[config.mk]
export PLATFORM = sky130hd
export DESIGN_NAME = hcbp_extract
export DESIGN_NICKNAME = d
export VERILOG_FILES = /design/src/hw/rtl/hcbp_pkg.sv /design/src/hw/rtl/hcbp_extract.sv
export SDC_FILE = /design/constraint.sdc
export NUM_CORES = 1
export LEC_CHECK = 0
export BUFFER_PORTS_ARGS = -buffer_cell sky130_fd_sc_hd__buf_2
export CORE_MARGIN = 4
export CORE_UTILIZATION = 40
export DETAILED_ROUTE_END_ITERATION = 16
export PLACE_DENSITY = 0.72
export SLEW_MARGIN = 25
export SYNTH_ARGS = -nofsm -noshare
export SYNTH_HDL_FRONTEND = slang
export SYNTH_SLANG_ARGS = --single-unit
[constraint.sdc]
create_clock -name vclk -period 5.5
set_input_delay 0.55 -clock vclk [all_inputs]
set_output_delay 0.55 -clock vclk [all_outputs]
set_load 0.02 [all_outputs]
[src/hw/rtl/hcbp_pkg.sv]
// Shared types and constants for the Huffman code bit packer.
package hcbp_pkg;

    localparam int BYTE_W       = 8;
    localparam int PEND_W       = 7;
    localparam int TOT_W        = 6;
    localparam int CODE_FIELD_W = 32;
    localparam int LEN_W        = 6;
    localparam int OP_W         = 2;

    typedef enum logic [OP_W-1:0] {
        OP_LOAD   = 2'd0,
        OP_ENCODE = 2'd1,
        OP_FLUSH  = 2'd2,
        OP_NONE   = 2'd3
    } t_op;

    // Result of one pass through the shared byte extractor.
    typedef struct packed {
        logic [BYTE_W-1:0] data;
        logic [TOT_W-1:0]  rem;
        logic              last;
        logic [PEND_W-1:0] pend;
    } t_ext_res;

endpackage

[src/hw/rtl/hcbp_extract.sv]
// Shared shifter that takes the top complete byte off the bit accumulator.
module hcbp_extract
    import hcbp_pkg::*;
#(
    parameter int ACC_W = 39
) (
    input  logic [ACC_W-1:0] i_acc,
    input  logic [TOT_W-1:0] i_total,
    output t_ext_res         o_res
);

    logic [TOT_W-1:0] rem;
    logic [ACC_W-1:0] shifted;

    always_comb begin
        rem          = i_total - TOT_W'(BYTE_W);
        shifted      = i_acc >> rem;
        o_res.data   = shifted[BYTE_W-1:0];
        o_res.rem    = rem;
        o_res.last   = (rem < TOT_W'(BYTE_W));
        // Bits left below the byte just taken become the new pending bits.
        o_res.pend   = i_acc[PEND_W-1:0] & ~({PEND_W{1'b1}} << rem);
    end

endmodule

==> run_results.csv <==
group,metric,value,unit
status,outcome,"complete, no violations",
floorplanning,initial_core_util,42.51,%
clock_tree,post_cts_resized,0,
layout,final_common_cell,"buf_2",
route,drcViolationCount,0,
timing,rsz0062_at_grt,"false",
layout,seq_area,0,um2
place,hpwl,4.118,mm
floorplanning,fp-row-count,23,
critical_path,cp.arrival,3.25,ns
timing,fmax,262.9,MHz
global_route,grt_pass1_vias,1568,
layout,clkbuf_count,0,
timing,max-slew-margin-rel,59.65,%
clock_tree,post_cts_buffers,0,
timing,max_slew.worst_pin.slew,0.6006,ns
place,pre_cts_ws,1.781,ns
global_route,grt_remaining_overflow,0,
critical_path,path_cells,"buf_2 > inv_2 > ha_1 > xnor2_2 > clkinv_1 > nor3_1 > a22oi_1 > o211ai_1 > buf_2",
layout,diodes,0,
layout,drive_gt1_share,61.69,%
critical_path,crit_fanout,21,
layout,area_growth,15.81,%
critical_path,max_stage_delay,0.54,ns
worst_hold_path,holdPathStages,3,
place,gp_congestion,0.9546,
route,viasPerCell,6.534,
synthesis,ys_seq_area_share,0,%
critical_path,worstSetupStartpoint,"i_total[3]",
synthesis,syn_area,1749,um2
layout,nNetsFinal,249,
timing,layout_setup_ws,1.697,ns
timing,maxSlewViolCount,0,
critical_path,crit_top_cell,"buf_2",
layout,multi_input_area,1600,um2
critical_path,crit_path_end_kind,"primary output",
power,irDropWorstVdd,0.00004873,V
layout,final_cell_mix,"buf_2 (65), mux4_2 (32), mux2_2 (21)",
synthesis,avgSynthCellArea,11.51,um2
layout,finalCoreUtilization,49.22,%
timing,period_share,69.15,%
floorplanning,core-area,4115,um2
worst_hold_path,min_path_type,"in -> out",
layout,design.seq.count,0,
critical_path,critPathCapture,"o_res[15]",
global_route,track_usage,18.54,%
timing,finalHoldViolCount,0,
layout,fillers,399,
synthesis,yosysWarningCount,0,
global_route,grt_antenna_before_repair,0,
route,vias,1640,
route,ant_nets,0,
floorplanning,die_w,74.13,um
power,p_leak,0.8173,nW
floorplanning,die_area,5495,um2
power,p_per_area,108.4,nW/um2
route,initialDrtViolationCount,220,
job,maxCapViolCount,0,
synthesis,syn_inst,152,
timing,finalSetupViolCount,0,
critical_path,cp_slowest_cell,"nor3_1",
synthesis,syn-num-nets,198,
route,drtPass1Iterations,5,
place,io_buffers,67,
timing,finalSetupTns,0,ns
critical_path,worstSetupPathType,"in -> out",
critical_path,crit_required,4.95,ns
floorplanning,fp.dieH,74.13,um
critical_path,start_kind,"input pin",
floorplanning,ioPinCount,67,
global_route,grt_pass1_wl,8.211,mm
global_route,grt_max_degree,48,
synthesis,ys_types,32,
route,wire_per_inst,20.54,um
timing,fin_crit,3.803,ns
clock_tree,postCtsHoldBufs,0,
route,wl,5.156,mm
critical path, delay by kind of cell:
family | cells | cell delay, ns
compound gates | 2 | 0.34
xor+xnor | 1 | 0.37
fa+ha+maj | 1 | 0.29
buf+inv | 4 | 1.14
simple gates | 1 | 0.54
layer usage:
metal  routed length [um]  vias up  track usage, %
li1                     -      751               -
met1                 2250      823           29.21
met3                  275        4          0.6757
met4                   40        0           1.811
met5                    0        -               0
met2                 2590       62           29.43
per-stage QoR:
step / instance area, um2 / hold WS, ns / instances / power (mW)
after floorplan: 1749 / 1.213 / 152 / 0.1570
after global placement: 2021 / 1.451 / 251 / 0.2160
after detailed placement: 2021 / 1.454 / 251 / 0.2171
after CTS: 2021 / 1.454 / 251 / 0.2182
after global routing: 2026 / 1.472 / 251 / 0.2352
final: 2026 / 1.450 / 251 / 0.2195
cell usage after synthesis (all sizes together) (4+ instances only):
master	number	area (um2)
nor3	6	30.03
nand2	11	41.29
a21boi	5	37.54
buf	15	115.1
inv	4	15.01
nand3	5	30.03
nor2	6	22.52
mux2i	7	70.07
mux4	39	904.6
mux2	21	236.5
o211ai	5	37.54
a22oi	6	45.04
cell families (layout without fill, tap and decap cells):
family | Yosys count | after routing | synth area share [%]
AO/OA/AOI/OAI | 27 | 27 | 12.02
XOR/XNOR | 1 | 1 | 0.9302
adder cells (fa/ha/maj) | 1 | 1 | 0.7152
buffers and inverters | 24 | 73 | 8.512
multiplexers | 67 | 67 | 69.24
AND/OR/NAND/NOR | 32 | 32 | 8.585
worst min-delay path by stage:
stage | slack (ns) | start | to
finish | 1.45 | i_acc[1] | o_res[1]
global route | 1.47 | i_acc[1] | o_res[1]
CTS | 1.45 | i_acc[1] | o_res[1]
detailed placement | 1.45 | i_acc[1] | o_res[1]
global placement | 1.45 | i_acc[1] | o_res[1]
floorplan | 1.21 | i_total[2] | o_res[10]
power breakdown:
| group | switching [mW] | internal, mW | total [mW] |
|---|---|---|---|
| logic | 0.115 | 0.105 | 0.220 |
| clock network | 0 | 0 | 0 |
| registers | 0 | 0 | 0 |
| total | 0.115 | 0.105 | 0.220 |
layout make-up:
cell class                 count  area share [%]
multi-input combinational    128           79.00
timing repair buffer          67           16.80
tap                           50           3.088
inverter                       6           1.112
(Power assumes the default switching activity.)
